[src/pjwh_pkg.sv]
// Shared widths, register indexes and queue status type for the PJW string hash block.
`timescale 1ns / 1ps

package pjwh_pkg;

    localparam int KEY_W    = 8;
    localparam int HASH_W   = 32;
    localparam int BUCKET_W = 31;
    localparam int CFG_IDX_W  = 2;
    localparam int CFG_DATA_W = 32;

    // Configuration register indexes.
    localparam logic [CFG_IDX_W-1:0] CFG_BUCKET_COUNT = 2'd0;
    localparam logic [CFG_IDX_W-1:0] CFG_CHAR_SIGNED  = 2'd1;

    // Status of the hash queue between the front and the back end.
    typedef struct packed {
        logic full;
        logic empty;
    } t_q_status;

endpackage

[src/pjwh_if.sv]
// Valid/ready channel interfaces for key bytes, bucket indexes and register writes.
`timescale 1ns / 1ps

interface pjwh_key_if;
    logic                     valid;
    logic                     ready;
    logic [pjwh_pkg::KEY_W-1:0] key_byte;

    modport source (output valid, output key_byte, input ready);
    modport sink   (input valid, input key_byte, output ready);
endinterface

interface pjwh_idx_if;
    logic                        valid;
    logic                        ready;
    logic [pjwh_pkg::BUCKET_W-1:0] bucket_index;

    modport source (output valid, output bucket_index, input ready);
    modport sink   (input valid, input bucket_index, output ready);
endinterface

interface pjwh_cfg_if;
    logic                          valid;
    logic                          ready;
    logic [pjwh_pkg::CFG_IDX_W-1:0]  cfg_index;
    logic [pjwh_pkg::CFG_DATA_W-1:0] cfg_data;

    modport source (output valid, output cfg_index, output cfg_data, input ready);
    modport sink   (input valid, input cfg_index, input cfg_data, output ready);
endinterface

[src/pjwh_front.sv]
// Front end: absorbs key bytes into the running hash and queues the hash at each terminator.
`timescale 1ns / 1ps

module pjwh_front (
    input  logic                        i_clk,
    input  logic                        i_rst_n,
    input  logic                        i_char_signed,
    input  pjwh_pkg::t_q_status         i_q_status,
    pjwh_key_if.sink                    i_key,
    output logic                        o_push,
    output logic [pjwh_pkg::HASH_W-1:0] o_push_hash
);
    import pjwh_pkg::*;

    localparam logic [HASH_W-1:0] TOP_NIBBLE_MASK = 32'hf000_0000;
    localparam int FOLD_SHIFT = 24;
    localparam int STEP_SHIFT = 4;

    logic [HASH_W-1:0] r_hash;
    logic [HASH_W-1:0] n_hash;
    logic [HASH_W-1:0] w_byte;
    logic [HASH_W-1:0] w_sum;
    logic [HASH_W-1:0] w_top;
    logic              w_accept;

    assign i_key.ready = ~i_q_status.full;
    assign w_accept    = i_key.valid & i_key.ready;

    always_comb begin
        if (i_char_signed && i_key.key_byte[KEY_W-1]) begin
            w_byte = {{(HASH_W-KEY_W){1'b1}}, i_key.key_byte};
        end else begin
            w_byte = {{(HASH_W-KEY_W){1'b0}}, i_key.key_byte};
        end
        w_sum = (r_hash << STEP_SHIFT) + w_byte;
        w_top = w_sum & TOP_NIBBLE_MASK;
        // Fold the top nibble back in at bit 4, then clear it.
        n_hash = w_sum ^ (w_top >> FOLD_SHIFT) ^ w_top;
    end

    assign o_push      = w_accept && (i_key.key_byte == '0);
    assign o_push_hash = r_hash;

    always_ff @(posedge i_clk) begin
        if (!i_rst_n) begin
            r_hash <= '0;
        end else if (w_accept) begin
            if (i_key.key_byte == '0) begin
                r_hash <= '0;
            end else begin
                r_hash <= n_hash;
            end
        end
    end

endmodule

[src/pjwh_fifo.sv]
// Short queue of finished hash values between the front and the back end.
`timescale 1ns / 1ps

module pjwh_fifo #(
    parameter int DEPTH = 4
) (
    input  logic                        i_clk,
    input  logic                        i_rst_n,
    input  logic                        i_push,
    input  logic [pjwh_pkg::HASH_W-1:0] i_push_hash,
    input  logic                        i_pop,
    output logic [pjwh_pkg::HASH_W-1:0] o_hash,
    output pjwh_pkg::t_q_status         o_status
);
    import pjwh_pkg::*;

    localparam int PTR_W = (DEPTH > 1) ? $clog2(DEPTH) : 1;
    localparam int CNT_W = $clog2(DEPTH + 1);

    logic [HASH_W-1:0] r_mem [DEPTH];
    logic [PTR_W-1:0]  r_wr;
    logic [PTR_W-1:0]  r_rd;
    logic [CNT_W-1:0]  r_cnt;

    function automatic logic [PTR_W-1:0] f_next(input logic [PTR_W-1:0] ptr);
        logic [PTR_W-1:0] res;
        if (ptr == PTR_W'(DEPTH - 1)) begin
            res = '0;
        end else begin
            res = ptr + 1'b1;
        end
        return res;
    endfunction

    assign o_hash         = r_mem[r_rd];
    assign o_status.full  = (r_cnt == CNT_W'(DEPTH));
    assign o_status.empty = (r_cnt == '0);

    always_ff @(posedge i_clk) begin
        if (i_push) begin
            r_mem[r_wr] <= i_push_hash;
        end
    end

    always_ff @(posedge i_clk) begin
        if (!i_rst_n) begin
            r_wr  <= '0;
            r_rd  <= '0;
            r_cnt <= '0;
        end else begin
            if (i_push) begin
                r_wr <= f_next(r_wr);
            end
            if (i_pop) begin
                r_rd <= f_next(r_rd);
            end
            if (i_push && !i_pop) begin
                r_cnt <= r_cnt + 1'b1;
            end else if (!i_push && i_pop) begin
                r_cnt <= r_cnt - 1'b1;
            end
        end
    end

endmodule

[src/pjwh_back.sv]
// Back end: bit-serial restoring remainder of the queued hash by the bucket count.
`timescale 1ns / 1ps

module pjwh_back (
    input  logic                          i_clk,
    input  logic                          i_rst_n,
    input  logic [pjwh_pkg::BUCKET_W-1:0] i_bucket_count,
    input  logic [pjwh_pkg::HASH_W-1:0]   i_hash,
    input  pjwh_pkg::t_q_status           i_q_status,
    output logic                          o_pop,
    pjwh_idx_if.source                    o_idx
);
    import pjwh_pkg::*;

    localparam int STEP_W = $clog2(HASH_W);

    typedef enum logic [1:0] {
        S_IDLE,
        S_RUN,
        S_DONE
    } t_state;

    t_state              r_state;
    logic [HASH_W-1:0]   r_num;
    logic [HASH_W-1:0]   r_rem;
    logic [BUCKET_W-1:0] r_div;
    logic [STEP_W-1:0]   r_step;
    logic [BUCKET_W-1:0] r_idx;

    logic [HASH_W-1:0]   w_shift;
    logic [HASH_W-1:0]   n_rem;

    // The remainder stays below the divisor, so its top bit is always clear.
    always_comb begin
        w_shift = {r_rem[HASH_W-2:0], r_num[HASH_W-1]};
        if (w_shift >= {1'b0, r_div}) begin
            n_rem = w_shift - {1'b0, r_div};
        end else begin
            n_rem = w_shift;
        end
    end

    assign o_pop              = (r_state == S_IDLE) && !i_q_status.empty;
    assign o_idx.valid        = (r_state == S_DONE);
    assign o_idx.bucket_index = r_idx;

    always_ff @(posedge i_clk) begin
        if (!i_rst_n) begin
            r_state <= S_IDLE;
        end else begin
            case (r_state)
                S_IDLE: begin
                    if (!i_q_status.empty) begin
                        r_num   <= i_hash;
                        r_rem   <= '0;
                        r_div   <= i_bucket_count;
                        r_step  <= STEP_W'(HASH_W - 1);
                        r_state <= S_RUN;
                    end
                end
                S_RUN: begin
                    r_rem  <= n_rem;
                    r_num  <= r_num << 1;
                    r_step <= r_step - 1'b1;
                    if (r_step == '0) begin
                        // A zero modulus gives index zero.
                        r_idx   <= (r_div == '0) ? '0 : n_rem[BUCKET_W-1:0];
                        r_state <= S_DONE;
                    end
                end
                S_DONE: begin
                    if (o_idx.ready) begin
                        r_state <= S_IDLE;
                    end
                end
                default: begin
                    r_state <= S_IDLE;
                end
            endcase
        end
    end

endmodule

[src/pjw_string_hash_mod.sv]
// Top level of the PJW string hash block with bucket reduction and configuration registers.
//
// Key bytes arrive one per transaction on i_key and are folded into a 32-bit PJW/ELF running
// hash at one byte per clock cycle while the queue is not full; a full queue stalls i_key. A
// zero byte ends the key: the running hash is pushed into a short queue (QUEUE_DEPTH entries)
// and cleared, so the next key can stream in at once. The back end takes one queued hash at a
// time and reduces it modulo bucket_count with a bit-serial restoring remainder unit, one
// quotient bit per cycle, then offers the bucket index on o_idx until it is taken. For each
// result the back end loads the hash, runs the 32 remainder steps and holds the result until
// it is taken, and only then pops the next hash; the remainder unit sets the sustained rate of
// keys, and the queue absorbs bursts of short keys. A bucket_count of zero yields index zero.
// Register 0 is bucket_count (31 bits, reset 23); register 1 is char_signed (reset 1), which
// sign-extends bytes above 127 before they are added. Writes to other indexes are ignored.
// Registers are to be written only while no key is in flight; the block does not enforce this.
`timescale 1ns / 1ps

module pjw_string_hash_mod #(
    parameter int QUEUE_DEPTH = 4
) (
    input  logic        i_clk,
    input  logic        i_rst_n,
    pjwh_key_if.sink    i_key,
    pjwh_cfg_if.sink    i_cfg,
    pjwh_idx_if.source  o_idx
);
    import pjwh_pkg::*;

    // Configuration registers.
    logic [BUCKET_W-1:0] r_bucket_count;
    logic                r_char_signed;

    // Queue handshake between the front and the back end.
    logic                w_push;
    logic [HASH_W-1:0]   w_push_hash;
    logic                w_pop;
    logic [HASH_W-1:0]   w_q_hash;
    t_q_status           w_q_status;

    // The register port never stalls.
    assign i_cfg.ready = 1'b1;

    always_ff @(posedge i_clk) begin
        if (!i_rst_n) begin
            r_bucket_count <= BUCKET_W'(23);
            r_char_signed  <= 1'b1;
        end else if (i_cfg.valid) begin
            case (i_cfg.cfg_index)
                CFG_BUCKET_COUNT: begin
                    r_bucket_count <= i_cfg.cfg_data[BUCKET_W-1:0];
                end
                CFG_CHAR_SIGNED: begin
                    r_char_signed <= i_cfg.cfg_data[0];
                end
                default: begin
                end
            endcase
        end
    end

    // The front end absorbs bytes and pushes a finished hash for every terminating zero.
    pjwh_front u_front (
        .i_clk         (i_clk),
        .i_rst_n       (i_rst_n),
        .i_char_signed (r_char_signed),
        .i_q_status    (w_q_status),
        .i_key         (i_key),
        .o_push        (w_push),
        .o_push_hash   (w_push_hash)
    );

    pjwh_fifo #(
        .DEPTH (QUEUE_DEPTH)
    ) u_fifo (
        .i_clk       (i_clk),
        .i_rst_n     (i_rst_n),
        .i_push      (w_push),
        .i_push_hash (w_push_hash),
        .i_pop       (w_pop),
        .o_hash      (w_q_hash),
        .o_status    (w_q_status)
    );

    // The back end reduces each queued hash and holds the index in its output register.
    pjwh_back u_back (
        .i_clk          (i_clk),
        .i_rst_n        (i_rst_n),
        .i_bucket_count (r_bucket_count),
        .i_hash         (w_q_hash),
        .i_q_status     (w_q_status),
        .o_pop          (w_pop),
        .o_idx          (o_idx)
    );

endmodule

[src/flat_wrapper.sv]
// flat-port wrapper written by rule: the top's interface ports become plain ports
module pjw_string_hash_mod_flat import pjwh_pkg::*;
#(
    parameter int QUEUE_DEPTH = 4
)
  (i_clk, i_rst_n, i_key_valid, i_key_key_byte, i_key_ready, i_cfg_valid, i_cfg_cfg_index, i_cfg_cfg_data, i_cfg_ready, o_idx_valid, o_idx_bucket_index, o_idx_ready);
  pjwh_key_if i_key_i ();
  pjwh_cfg_if i_cfg_i ();
  pjwh_idx_if o_idx_i ();
  input  logic i_clk;
  input  logic i_rst_n;
  input wire logic [$bits(i_key_i.valid)-1:0] i_key_valid;
  input wire logic [$bits(i_key_i.key_byte)-1:0] i_key_key_byte;
  output wire logic [$bits(i_key_i.ready)-1:0] i_key_ready;
  input wire logic [$bits(i_cfg_i.valid)-1:0] i_cfg_valid;
  input wire logic [$bits(i_cfg_i.cfg_index)-1:0] i_cfg_cfg_index;
  input wire logic [$bits(i_cfg_i.cfg_data)-1:0] i_cfg_cfg_data;
  output wire logic [$bits(i_cfg_i.ready)-1:0] i_cfg_ready;
  output wire logic [$bits(o_idx_i.valid)-1:0] o_idx_valid;
  output wire logic [$bits(o_idx_i.bucket_index)-1:0] o_idx_bucket_index;
  input wire logic [$bits(o_idx_i.ready)-1:0] o_idx_ready;
  assign i_key_i.valid = i_key_valid;
  assign i_key_i.key_byte = i_key_key_byte;
  assign i_key_ready = i_key_i.ready;
  assign i_cfg_i.valid = i_cfg_valid;
  assign i_cfg_i.cfg_index = i_cfg_cfg_index;
  assign i_cfg_i.cfg_data = i_cfg_cfg_data;
  assign i_cfg_ready = i_cfg_i.ready;
  assign o_idx_valid = o_idx_i.valid;
  assign o_idx_bucket_index = o_idx_i.bucket_index;
  assign o_idx_i.ready = o_idx_ready;
  pjw_string_hash_mod #(.QUEUE_DEPTH(QUEUE_DEPTH)) u_core (.i_clk(i_clk), .i_rst_n(i_rst_n), .i_key(i_key_i), .i_cfg(i_cfg_i), .o_idx(o_idx_i));
endmodule
[config.mk]
export PLATFORM = sky130hd
export DESIGN_NAME = pjw_string_hash_mod_flat
export DESIGN_NICKNAME = d
export VERILOG_FILES = /design/src/pjwh_pkg.sv /design/src/pjwh_if.sv /design/src/pjwh_front.sv /design/src/pjwh_fifo.sv /design/src/pjwh_back.sv /design/src/pjw_string_hash_mod.sv /design/src/flat_wrapper.sv
export SDC_FILE = /design/constraint.sdc
export NUM_CORES = 1
export LEC_CHECK = 0
export BUFFER_PORTS_ARGS = -buffer_cell sky130_fd_sc_hd__buf_2
export CORE_ASPECT_RATIO = 0.9
export CORE_MARGIN = 1.5
export CORE_UTILIZATION = 39
export CTS_CLUSTER_DIAMETER = 50
export DETAILED_ROUTE_END_ITERATION = 8
export GPL_TIMING_DRIVEN = 0
export HOLD_SLACK_MARGIN = 0.12
export SYNTH_ARGS = -nofsm -noshare
export SYNTH_HDL_FRONTEND = slang
export SYNTH_HIERARCHICAL = 1
export SYNTH_SLANG_ARGS = --single-unit
[constraint.sdc]
create_clock -name i_clk -period 5.2 [get_ports i_clk]
set_clock_uncertainty 0.2 [all_clocks]
set_input_delay 1.04 -clock i_clk [delete_from_list [all_inputs] [get_ports i_clk]]
set_output_delay 1.04 -clock i_clk [all_outputs]
set_load 0.005 [all_outputs]
=== Word level (Yosys, flattened, before mapping) ===
Memory sizes are Yosys's and may differ from the RTL's. A register that Yosys moved wholly into a read port is not among the register bits.
Cells that the tools add are included.

* Output and inout port bits: 34
* Logic and storage cells: 78
* Bits of input ports: 47
* RAM bits: 128
* Memories kept: 1
* Flip-flop bits (word level): 203

* Muxes and demuxes: 21
* Equality and inequality tests: 9
* Reductions and logical operators: 22
* Bitwise logic cells: 5
* Add/subtract/negate cells: 7
* $lt $le $gt $ge: 1

{| class="wikitable"
|+ Memory list
! name !! depth !! width !! read ports !! clocked after Yosys merged registers in !! wr ports !! RTL line !! source
|-
| u_core.u_fifo.r_mem || 4 || 32 || 1 || 1 || 1 || pjwh_fifo.sv:20 || <nowiki>logic [HASH_W-1:0] r_mem [DEPTH];</nowiki>
|}

{| class="wikitable"
|+ Operators by type and width
! cell !! number
|-
| 2-to-1 mux 32 bit || 3
|-
| one-hot mux 32 bit (2 select lines) || 1
|-
| 2-to-1 mux 31 bit || 2
|-
| one-hot mux 31 bit (2 select lines) || 1
|-
| adder 32 bit || 1
|-
| >= comparator 32 x 31 -> 1 bit || 1
|-
| XOR 32 bit || 1
|-
| XOR 32 x 8 -> 32 bit || 1
|-
| zero test 31 bit || 1
|-
| subtractor 31 bit || 1
|-
| 2-to-1 mux 2 bit || 7
|-
| AND reduction 3 bit || 4
|-
| one-hot mux 5 bit (2 select lines) || 1
|-
| zero test 8 bit || 1
|-
| equality test 2 bit (second input constant) || 3
|-
| 2-to-1 mux 3 bit || 2
|-
| one-hot mux 2 bit (3 select lines) || 1
|-
| logical AND 1 bit || 5
|-
| zero test 5 bit || 1
|-
| 2-to-1 mux 5 bit || 1
|-
| subtractor 5 x 1 -> 5 bit (second input constant) || 1
|-
| adder 2 x 1 -> 2 bit (second input constant) || 2
|-
| equality test 2 x 1 -> 1 bit (second input constant) || 2
|-
| zero test 2 bit || 2
|-
| other kinds (12) || 19
|}

=== Depth between registers and ports, before layout ===
Gate-level depths: netlist of run 1.

* Depth after elaboration: 8
* Mapped depth: 13
* Gate-level depth less buffers: 11

=== Modules after synthesis ===
Netlist of run 1, hierarchy kept.

{| class="wikitable"
|+ Modules (own cells, without submodules)
! module !! area each (sq um) !! instances !! cells an instance !! sequential area each (sq um)
|-
| pjwh_back || 7208.2 || 1 || 694 || 3943.8
|-
| pjwh_fifo || 5116.2 || 1 || 211 || 4023.9
|-
| pjwh_front || 2673.8 || 1 || 364 || 560.5
|-
| pjw_string_hash_mod || 1318.8 || 1 || 141 || 640.6
|}

=== Worst setup path after synthesis of run 1 ===
No wires, ideal clock.

* Path kind: input to register
* Start point: input port i_rst_n
* End point: register u_core.u_back.r_num[0] (enable)
* Path slack: 0.597 ns
* Stages: 2
* Setup time: 0.494 ns
* Data arrival time: 3.909 ns
* Data required time: 4.506 ns
* Cells stage by stage: inv_1 > nor2_1

* Cells in the longest elaborated chain, start to end: 1

{| class="wikitable"
|+ Ends and longest elaborated chain
! item !! RTL line !! source
|-
| start: declaration || flat_wrapper.sv:11 || <nowiki>input logic i_rst_n;</nowiki>
|-
| AND reduction 3 bit (no source line) || -- ||
|-
| end signal: assignment || pjwh_back.sv:54 || <nowiki>r_num <= i_hash;</nowiki>
|-
| end signal: assignment || pjwh_back.sv:63 || <nowiki>r_num <= r_num << 1;</nowiki>
|-
| end: declaration || pjwh_back.sv:24 || <nowiki>logic [HASH_W-1:0] r_num;</nowiki>
|}

No other way between the ends.
A chain may end at the register's enable or synchronous reset.

=== Final worst setup path of run 1 ===
* Start point: input port i_key_key_byte[7]
* End point: register u_core.u_front.r_hash[6], in the netlist u_core/u_front/o_push_hash[6]

* Cells in the longest elaborated chain, start to end: 6

{| class="wikitable"
|+ Ends and longest elaborated chain
! item !! RTL line !! source
|-
| start: declaration || flat_wrapper.sv:13 || <nowiki>input wire logic [$bits(i_key_i.key_byte)-1:0] i_key_key_byte;</nowiki>
|-
| logical AND 1 bit || pjwh_front.sv:30 || <nowiki>if (i_char_signed && i_key.key_byte[KEY_W-1]) begin</nowiki>
|-
| 2-to-1 mux 32 bit || pjwh_front.sv:30 ||
|-
| adder 32 bit || pjwh_front.sv:35 || <nowiki>w_sum = (r_hash << STEP_SHIFT) + w_byte;</nowiki>
|-
| XOR 32 x 8 -> 32 bit || pjwh_front.sv:38 || <nowiki>n_hash = w_sum ^ (w_top >> FOLD_SHIFT) ^ w_top;</nowiki>
|-
| XOR 32 bit || pjwh_front.sv:38 ||
|-
| 2-to-1 mux 32 bit (*) || pjwh_front.sv:48 || <nowiki>if (i_key.key_byte == '0) begin</nowiki>
|-
| end signal: assignment || pjwh_front.sv:51 || <nowiki>r_hash <= n_hash;</nowiki>
|-
| end: declaration || pjwh_front.sv:19 || <nowiki>logic [HASH_W-1:0] r_hash;</nowiki>
|}

Every way passes the cells marked *; elsewhere a longest branch is shown, timed or not.

==> results.py, run 1 <==
metrics = {
    "finish": {
        "diodes": 0,
        "most-common-layout-cells": "edfxtp_1 (258), nand2_1 (223), buf_2 (101)",
        "final_nets": 1632,
        "layout-drive-gt1-share": 0.163,
        "post-route-util": 0.460,
        "layout_commonest_cell": "edfxtp_1",
        "syn2layout_area_growth_pct": 15.3,
        "instances_no_fill": 2109,
    },
    "clock_network": {
        "cts_buffers": 39,
        "clock_tree.htree_level_count": 2,
        "cts.sinks": 329,
        "clock_tree.root_cell": "clkbuf_16",
        "clk_latency_ps": 550,
        "clk_pin_slew_ps": 60,
        "cts_hold_buf": 0,
        "cts_buffer_depth": 3,
        "cts-resized-gates": 0,
        "cts_setup_buffers": 0,
        "cts_tree": "built",
    },
    "route": {
        "num_vias": 11400,
        "routedWlPerCell_um": 19.2,
        "ant_nets": 0,
        "routed_wl_um": 40400,
        "drc": 0,
        "first_pass_iters": 5,
        "drtIter0Drc": 995,
        "avgViaCountPerCell": 5.41,
    },
    "synth": {
        "synth-edff-count": 258,
        "yosysTopAreaCell": "edfxtp_1",
        "ys_seq_area_frac": 0.562,
        "syn_area_sq_um": 16300,
        "ys_warn_count": 6,
        "async_flop_share": 0,
        "synth_area_leaders": "edfxtp_1 (47%), dfxtp_1 (8.7%), nand2_1 (5.1%)",
        "syn_inst": 1410,
        "synth_top_area_frac": 0.475,
        "ys_seq_elements": 329,
        "synth.distinct_cells": 91,
        "synthFlopType": "edfxtp_1",
        "syn_area_per_cell_sq_um": 11.6,
    },
    "setup_path": {
        "crit_type": "primary input to register",
        "worstSetupEndpointType": "register",
        "timing.rr.end": "u_core/u_back/o_idx.bucket_index[28]$_SDFFCE_PN0P_",
        "r2r_start": "u_core/u_back/r_div[0]$_DFFE_PP_",
        "rr_worst_depth": 12,
        "worst-r2r-setup-slack_ps": 1460,
        "worstPathArrival_ps": 3960,
        "crit_required_ps": 5420,
        "crit_path_start": "i_key_key_byte[7]",
        "start_kind": "primary input",
        "cp_max_fo": 10,
    },
    "global_route": {
        "grt_max_degree": 33,
        "overflow": 0,
        "grtUsageTotal": 0.189,
        "grt_pass1_wl_um": 62900,
        "antenna_found_initial": 0,
        "first_global_vias": 11000,
    },
    "pwr": {
        "ir_drop_mv": 0.303,
        "p_leak_uw": 0.00706,
        "power_density_nw_per_um2": 559,
    },
    "timing": {
        "drv_slew": 0,
        "final.min_clock_period_ps": 3740,
        "period_share": 0.720,
        "rsz0062_at_grt": "no",
        "slew_headroom": 0.333,
        "timing.fmax_ghz": 0.267,
        "setup_tns_ps": 0,
        "hold_violations": 0,
        "tightest_slew_ps": 1000,
        "setup_viol": 0,
    },
    "floorplan": {
        "die_w_um": 219,
        "ios": 81,
        "core-area_sq_um": 40900,
        "rows": 70,
        "start_util": 0.399,
        "die_h_um": 197,
        "dieArea_sq_um": 43100,
    },
    "min_path": {
        "min_to": "u_core/u_back/r_div[7]$_DFFE_PP_",
        "min_from": "u_core/r_bucket_count[7]$_SDFFE_PN0P_",
        "hold_class": "register to register",
        "min_path_cells": 0,
    },
    "place": {
        "io_buffers": 78,
        "dp_hpwl_um": 29100,
        "dp_cells": 2037,
        "gp_congestion": 0.889,
    },
    "run_status": {
        "status": "finished, final reports clean",
    },
    "job": {
        "drv_cap": 0,
    },
}
==> critical path, cell delays in order <==
cell	delay, ps
buf_2	160
nand2_1	140
inv_1	140
clkbuf_1	400
clkbuf_1	460
ha_1	370
xor2_1	170
xnor2_1	230
o21ba_2	200
nand2_1	60
mux2i_1	80
a221oi_1	410
o21ai_1	90
==> per-stage QoR <==
step | area (sq um) | hold slack [ps] | worst slack [ps] | total power (uW)
floorplan | 16300 | 208 | 597 | 6740
global placement | 17400 | 215 | -2120 | 7790
detailed placement | 17500 | 216 | 889 | 7850
CTS | 18800 | 229 | 1470 | 10600
global route | 18800 | 235 | 1250 | 11200
finish | 18800 | 228 | 1460 | 10500
==> final cells by class <==
class	instances	area [sq um]
Clock buffer	48	1050
Sequential cell	329	9170
Buffer	85	488
Fill cell	3776	22100
Tap cell	540	676
Inverter	55	206
Multi-Input combinational cell	944	6480
Timing Repair Buffer	84	510
Clock inverter	24	238
==> per-layer routing <==
layer | wire, um | vias up | share of wire | track usage
met4 | 668 | 0 | 0.017 | 0.0429
li1 | - | 5429 | - | -
met5 | 0 | - | 0 | 0
met3 | 2350 | 48 | 0.058 | 0.0306
met1 | 19300 | 5625 | 0.48 | 0.279
met2 | 18100 | 306 | 0.45 | 0.291
==> Yosys cell counts, types with 16 or more instances <==
library cell and number:
edfxtp_1 258, nand2_1 223, nor2_1 93, dfxtp_1 71, a21oi_1 60, inv_1 55, mux2i_1 51, ha_1 44
o21ai_0 40, clkbuf_1 39, xnor2_1 39, mux4_2 30, nand3_1 29, xor2_1 24, buf_2 23, nor3_1 22
nor2b_1 20, nand4_1 18, and3_1 17, nor4_1 17, a21o_1 16
==> kinds of logic after synthesis <==
logic type	count (synthesis)	synth area share
buffers and inverters	140	0.0426
DFF	329	0.562
muxes	84	0.0766
other	2	0.000460
adders and majority gates	47	0.0374
xor gates and xnor gates	63	0.0338
and+or+nand+nor	510	0.151
AOI/OAI and AO/OA	235	0.0963
==> report_power, final <==
part / internal [uW] / switching [uW] / total, uW
sequential: 3500 / 300 / 3800
clock: 1570 / 1130 / 2690
combinational: 1580 / 2460 / 4040
==> registers in the layout, indices dropped and copies added (netlist names), 3 cells and up, named ones only <==
register                          flops
u_core/u_back/r_step                  5
u_core/u_fifo/r_cnt                   3
u_core/u_fifo/r_mem                 128
u_core/u_back/r_num                  32
u_core/u_back/r_div                  31
u_core/u_back/r_rem                  31
u_core/u_back/o_idx.bucket_index     31
u_core/r_bucket_count                31
u_core/u_front/o_push_hash           28
==> worst max path at each step <==
stage	to	slack, ps	cells past startpoint
after floorplan	u_core/u_back/r_num[0]$_SDFFCE_PP0P_	600	2
after global placement	u_core/u_back/r_num[4]$_DFFE_PP_	-2120	5
after detailed placement	u_core/u_front/o_push_hash[6]$_SDFFE_PN0P_	890	13
after CTS	u_core/u_front/o_push_hash[6]$_SDFFE_PN0P_	1470	13
after global routing	u_core/u_front/o_push_hash[6]$_SDFFE_PN0P_	1250	13
final	u_core/u_front/o_push_hash[6]$_SDFFE_PN0P_	1460	13
(Power assumes the default switching activity.)
==> inputs of run 2 (changes only) <==
--- a/config.mk
+++ b/config.mk
@@ -5,6 +5,7 @@
 export SDC_FILE = /design/constraint.sdc
 export NUM_CORES = 1
 export LEC_CHECK = 0
+export ABC_AREA = 1
 export BUFFER_PORTS_ARGS = -buffer_cell sky130_fd_sc_hd__buf_2
 export CORE_ASPECT_RATIO = 0.9
 export CORE_MARGIN = 1.5
==> constraint.sdc (replaced) <==
create_clock -name i_clk -period 3.68 [get_ports i_clk]
set_clock_uncertainty 0.2 [all_clocks]
set_input_delay 0.736 -clock i_clk [delete_from_list [all_inputs] [get_ports i_clk]]
set_output_delay 0.736 -clock i_clk [all_outputs]
set_load 0.005 [all_outputs]
==> run 2 against run 1 <==
Non-clock buffer count fell by 13. Worst setup slack got worse by 990 ps. Utilization fell by 0.70 points. Design area rose by 6.0%. First-iteration DRC count rose by 14%. Sequential share of layout area fell by 2.8 points. Wire length rose by 14%. Sequential cell count did not move. Largest power group unchanged.
==> results.py, run 2 <==
metrics = {
    "clock_network": {
        "clock_tree.htree_level_count": 2,
        "cts_setup_buffers": 0,
        "cts_hold_buf": 0,
        "cts_buffer_depth": 3,
        "cts_tree": "built",
        "cts.sinks": 329,
        "clk_latency_ps": 570,
        "cts_buffers": 42,
        "cts-resized-gates": 0,
        "clock_tree.root_cell": "clkbuf_16",
        "clk_pin_slew_ps": 60,
    },
    "timing": {
        "slew_headroom": 0.420,
        "worst_slack_ps": 468,
        "hold_violations": 0,
        "final.min_clock_period_ps": 3210,
        "drv_slew": 0,
        "tightest_slew_ps": 869,
        "setup_viol": 0,
        "period_share": 0.873,
        "hold_ws_ps": 174,
        "timing.fmax_ghz": 0.311,
        "rsz0062_at_grt": "no",
    },
    "global_route": {
        "overflow": 0,
        "antenna_found_initial": 0,
        "grt_pass1_wl_um": 71700,
        "grtUsageTotal": 0.203,
        "first_global_vias": 13000,
        "grt_max_degree": 33,
    },
    "finish": {
        "ff_latch_area_sq_um": 9170,
        "most-common-layout-cells": "nand2_1 (547), inv_1 (260), edfxtp_1 (258)",
        "fillers": 4366,
        "largest_reg_flops": 128,
        "layout_commonest_cell": "nand2_1",
        "multi_input_area_sq_um": 6630,
        "instances_no_fill": 2776,
        "diodes": 0,
        "final_nets": 2238,
        "largest_registers": "u_core/u_fifo/r_mem x128, u_core/u_back/r_num x32",
        "regMostFlops": "u_core/u_fifo/r_mem",
        "layout-drive-gt1-share": 0.118,
        "syn2layout_area_growth_pct": 15.2,
    },
    "route": {
        "drc": 0,
        "avgViaCountPerCell": 4.95,
        "first_pass_iters": 8,
        "ant_nets": 0,
        "num_vias": 13700,
        "drtIter0Drc": 1137,
        "routed_wl_um": 46000,
        "routedWlPerCell_um": 16.6,
    },
    "setup_path": {
        "slowest_stage": "or4_1",
        "start_kind": "primary input",
        "crit_family": "simple AND/OR/NAND/NOR gates",
        "crit_chain": "buf_2, buf_6, buf_4, or4_1, nor3_1, ha_1, inv_1, fa_1, inv_1, nand2_1, nand3_1, nand2_1, inv_1, nor2_1",
        "slowest_delay_ps": 570,
        "cp_common_cell": "inv_1",
        "critPathBufInv": 6,
        "worstSetupEndpointType": "register",
        "worstPathArrival_ps": 3470,
        "crit_type": "primary input to register",
        "crit_required_ps": 3940,
        "cp_max_fo": 10,
    },
    "floorplan": {
        "core-area_sq_um": 44000,
        "die_w_um": 225,
        "dieArea_sq_um": 45700,
        "die_h_um": 203,
        "rows": 73,
        "start_util": 0.393,
        "ios": 81,
    },
    "synth": {
        "synth.distinct_cells": 54,
        "synth_top_area_frac": 0.447,
        "syn_area_sq_um": 17300,
        "synth-edff-count": 258,
        "ys_seq_area_frac": 0.530,
        "synth_most_common_cell": "nand2_1",
        "yosys-top-cells-count": "nand2_1 (547), inv_1 (264), edfxtp_1 (258)",
        "yosysTopAreaCell": "edfxtp_1",
        "synth_area_leaders": "edfxtp_1 (45%), nand2_1 (12%), dfxtp_1 (8.2%)",
        "syn_inst": 2016,
        "ys_seq_elements": 329,
        "syn_area_per_cell_sq_um": 8.59,
        "synthFlopType": "edfxtp_1",
        "async_flop_share": 0,
        "ys_warn_count": 6,
    },
    "place": {
        "gp_congestion": 0.978,
        "dp_hpwl_um": 34300,
        "dp_cells": 2700,
        "pre_cts_ws_ps": -76.0,
        "io_buffers": 77,
    },
    "pwr": {
        "p_leak_uw": 0.00869,
        "power_density_nw_per_um2": 826,
        "ir_drop_mv": 0.410,
    },
    "run_status": {
        "status": "finished, final reports clean",
    },
    "job": {
        "drv_cap": 0,
    },
    "min_path": {
        "hold_class": "primary input to register",
    },
}
==> run 2: cell count changes after synthesis, moves of 34 or more <==
cell and change:
nand3_1 +95, mux2i_1 -51, nand2_1 +324, inv_1 +209
nor2_1 +137, o21ai_0 +37, a21oi_1 +34
==> run 2: worst paths after layout <==
check	cells after the start	startpoint	endpoint	slack, ps
max	14	i_key_key_byte[7]	u_core/u_fifo/r_cnt[2]$_SDFFE_PN0P_	470
min	2	o_idx_ready	u_core/u_back/r_state[1]$_SDFFE_PN0P_	170
max reg2reg	14	u_core/u_fifo/r_cnt[0]$_SDFFE_PN0P_	u_core/u_fifo/r_cnt[2]$_SDFFE_PN0P_	540
min reg2reg	0	u_core/r_bucket_count[17]$_SDFFE_PN0P_	u_core/u_back/r_div[17]$_DFFE_PP_	230
==> run 2: worst reg2reg max path, stage by stage, from the launching register on <==
cell	delay, ps
dfxtp_1	430
nor3_1	80
inv_1	70
nand2_1	140
clkbuf_1	310
nor3_1	670
ha_1	290
inv_1	70
fa_1	390
inv_1	80
nand2_1	70
nand3_1	90
nand2_1	60
inv_1	60
nor2_1	40
==> run 2: area by class of cell <==
type	count	area share
Timing Repair Buffer	81	0.0237
Sequential cell	329	0.460
Clock buffer	55	0.0562
Buffer	75	0.0261
Inverter	274	0.0519
Tap cell	600	0.0376
Clock inverter	21	0.0125
Multi-Input combinational cell	1341	0.332
==> run 2: cell families after synthesis <==
| group | after synthesis | synth area share |
|---|---|---|
| flip-flops | 329 | 0.530 |
| AO/OA/AOI/OAI | 262 | 0.0840 |
| AND/OR/NAND/NOR | 990 | 0.240 |
| other | 2 | 0.000434 |
| adder cells (fa/ha/maj) | 47 | 0.0353 |
| buffers and inverters | 349 | 0.0899 |
| XOR/XNOR | 37 | 0.0207 |
==> run 2: power breakdown <==
| group | total [uW] | switching [uW] | internal [uW] |
|---|---|---|---|
| Clock | 4040 | 1630 | 2410 |
| Sequential | 5580 | 484 | 5100 |
| Combinational | 6840 | 4590 | 2260 |
==> run 2: per-layer routing <==
layer,track usage,routed length (um),vias up,part of all wire
met5,0,0,-,0
met4,0.0599,816,0,0.018
met3,0.0323,3170,51,0.069
met2,0.294,19100,395,0.42
met1,0.308,22900,6427,0.50
li1,-,-,6861,-
==> run 2: stage by stage <==
step / total power (uW) / util / setup TNS, ps / cell area, sq um
after floorplan: 10400 / - / 0 / 17300
final: 16500 / 0.453 / 0 / 19900
after global placement: 12300 / 0.419 / -155650 / 18500
after detailed placement: 12400 / 0.422 / -6220 / 18600
after global routing: 17700 / 0.453 / 0 / 19900
after CTS: 16500 / 0.453 / 0 / 19900
==> inputs of run 3 (changes only) <==
==> constraint.sdc (replaced) <==
create_clock -name i_clk -period 3.68 [get_ports i_clk]
set_clock_uncertainty 0.2 [all_clocks]
set_input_delay 0.184 -clock i_clk [delete_from_list [all_inputs] [get_ports i_clk]]
set_output_delay 0.184 -clock i_clk [all_outputs]
set_load 0.005 [all_outputs]
==> run 3 against run 2 <==
Worst setup slack lost 120 ps. First-iteration DRC count grew 10%. Highest routed layer unchanged. Critical path depth grew 1. Design area grew 7.0%. Wire length grew 5.3%. Clock power is essentially flat. Fmax shrank 3.5%. Power grew 0.77%. Die area is the same.
==> results.py, run 3 (synthesis results as in run 2) <==
metrics = {
    "run_status": {
        "status": "finished, final reports clean",
    },
    "pwr": {
        "p_clk_frac": 0.244,
        "internal-power_uw": 9860,
        "seqPwrFrac": 0.336,
        "p_comb_frac": 0.419,
        "p_leak_uw": 0.00924,
        "power_density_nw_per_um2": 778,
        "switching_share": 0.406,
        "ir_drop_mv": 0.410,
        "p_sw_uw": 6730,
    },
    "timing": {
        "rsz0062_at_grt": "no",
        "final.min_clock_period_ps": 3330,
        "period_share": 0.905,
        "setup_viol": 0,
        "setup_tns_ps": 0,
        "worst_slack_ps": 350,
        "hold_violations": 0,
        "timing.fmax_ghz": 0.300,
        "tightest_slew_ps": 895,
        "slew_headroom": 0.402,
        "drv_slew": 0,
    },
    "global_route": {
        "met2_usage": 0.318,
        "grt_max_degree": 33,
        "grtUsageTotal": 0.212,
        "overflow": 0,
        "grt_util_met1": 0.314,
        "first_global_vias": 13900,
        "antenna_found_initial": 0,
        "busiest_layer": "met2",
        "met3_usage": 0.0327,
        "grt_pass1_wl_um": 75400,
    },
    "finish": {
        "layout_commonest_cell": "nand2_1",
        "final_nets": 2377,
        "regMostFlops": "u_core/u_fifo/r_mem",
        "diodes": 0,
        "fillers": 4167,
        "design_area_sq_um": 21300,
        "largest_registers": "u_core/u_fifo/r_mem x128, u_core/u_back/r_num x32",
        "post-route-util": 0.485,
        "most-common-layout-cells": "nand2_1 (547), inv_1 (260), edfxtp_1 (258)",
        "largest_reg_flops": 128,
        "instances_no_fill": 2915,
        "syn2layout_area_growth_pct": 23.2,
        "layout-drive-gt1-share": 0.111,
    },
    "place": {
        "dpl-instance-area_sq_um": 18600,
        "io_buffers": 77,
        "pre_cts_ws_ps": 476,
        "dp_hpwl_um": 34300,
        "dp_cells": 2700,
        "gp_congestion": 0.978,
    },
    "setup_path": {
        "r2r_start": "u_core/u_fifo/r_cnt[0]$_SDFFE_PN0P_",
        "timing.rr.end": "u_core/u_fifo/r_cnt[2]$_SDFFE_PN0P_",
        "endpoint": "u_core/u_fifo/r_cnt[2]$_SDFFE_PN0P_",
        "worstPathArrival_ps": 3590,
        "crit_type": "primary input to register",
        "slowest_stage": "dlygate4sd3_1",
        "slowest_delay_ps": 600,
        "start_kind": "primary input",
        "rr_worst_depth": 14,
        "worstSetupEndpointType": "register",
        "crit_path_start": "i_key_key_byte[3]",
        "crit_chain": "dlygate4sd3_1, buf_2, nor4_1, dlygate4sd3_1, inv_1, nor3_1, ha_1, inv_1, fa_1, inv_1, nand2_1, nand3_1, nand2_1, inv_1, nor2_1",
        "crit_required_ps": 3940,
        "cp_common_cell": "inv_1",
        "cp_max_fo": 6,
        "worst-r2r-setup-slack_ps": 550,
    },
    "min_path": {
        "hold_class": "primary input to register",
        "min_from": "i_key_key_byte[4]",
    },
    "clock_network": {
        "clock_tree.root_cell": "clkbuf_16",
        "cts_buffer_depth": 3,
        "cts_buffers": 42,
        "cts_setup_buffers": 0,
        "clk_pin_slew_ps": 50,
        "clk_latency_ps": 560,
        "cts_tree": "built",
        "cts.sinks": 329,
        "clock_tree.htree_level_count": 2,
    },
    "floorplan": {
        "dieArea_sq_um": 45700,
        "ios": 81,
        "core-area_sq_um": 44000,
        "rows": 73,
        "die_h_um": 203,
        "start_util": 0.393,
        "die_w_um": 225,
    },
    "route": {
        "avgViaCountPerCell": 4.96,
        "routed_wl_um": 48400,
        "drtIter0Drc": 1256,
        "first_pass_iters": 5,
        "num_vias": 14500,
        "drc": 0,
        "ant_nets": 0,
        "routedWlPerCell_um": 16.6,
    },
    "job": {
        "drv_cap": 0,
    },
}
[run 3: cell types whose count changed in the layout (fill, tap and decap cells not counted)]
cell,before,now
dlygate4sd3_1,0,139
[run 3: power by group through the flow]
stage                     registers (uW)  clock network (uW)  logic (uW)
after global placement              5670                   0        6590
after CTS                           5580                4140        6890
after global routing                5660                4280        7840
after floorplan                     5450                   0        4920
after detailed placement            5640                   0        6770
final                               5580                4050        6960
[run 3: worst min path at each step]
stage | to | slack (ps) | cells past startpoint
3_5_place_dp | u_core/u_back/r_state[1]$_SDFFE_PN0P_ | 200 | 2
5_1_grt | u_core/u_back/r_div[6]$_DFFE_PP_ | 250 | 0
4_1_cts | u_core/u_front/o_push_hash[4]$_SDFFE_PN0P_ | 200 | 8
2_1_floorplan | u_core/u_back/r_state[1]$_SDFFE_PN0P_ | 100 | 1
6_report | u_core/u_front/o_push_hash[4]$_SDFFE_PN0P_ | 220 | 8
3_3_place_gp | u_core/u_back/r_state[1]$_SDFFE_PN0P_ | 190 | 2
[run 3: through the flow]
| stage | hold WS, ps | total power (uW) |
|---|---|---|
| after detailed placement | 198 | 12400 |
| after CTS | 197 | 16600 |
| final | 220 | 16600 |
| after global routing | 248 | 17800 |
| after floorplan | 101 | 10400 |
| after global placement | 194 | 12300 |
[run 3: cell type report]
| class | instances | area, sq um | area share |
|---|---|---|---|
| timing repair buffer | 220 | 1860 | 0.0874 |
| clock inverter | 21 | 249 | 0.0117 |
| sequential | 329 | 9170 | 0.430 |
| buffer | 75 | 520 | 0.0244 |
| clock buffer | 55 | 1120 | 0.0525 |
| multi-input combinational | 1341 | 6630 | 0.311 |
| tap | 600 | 751 | 0.0352 |
| inverter | 274 | 1040 | 0.0486 |
[run 3: worst max-delay path: cells and delay by family]
kind | cells | cell delay [ps]
adder cells (fa/ha/maj) | 2 | 680
buffers and inverters | 7 | 1600
AND/OR/NAND/NOR | 6 | 1120
[run 3: metal layers]
layer  vias up  wire (um)  share of wire
met3        59       3110          0.064
met2       434      20700           0.43
li1       7146          -              -
met5         -          0              0
met4         0        995          0.021
met1      6814      23600           0.49
[run 3: timing repair]
action	4_1_cts	5_1_grt
resized for setup	0	0
endpoints found under the hold margin	57	0
hold buffers	139	0
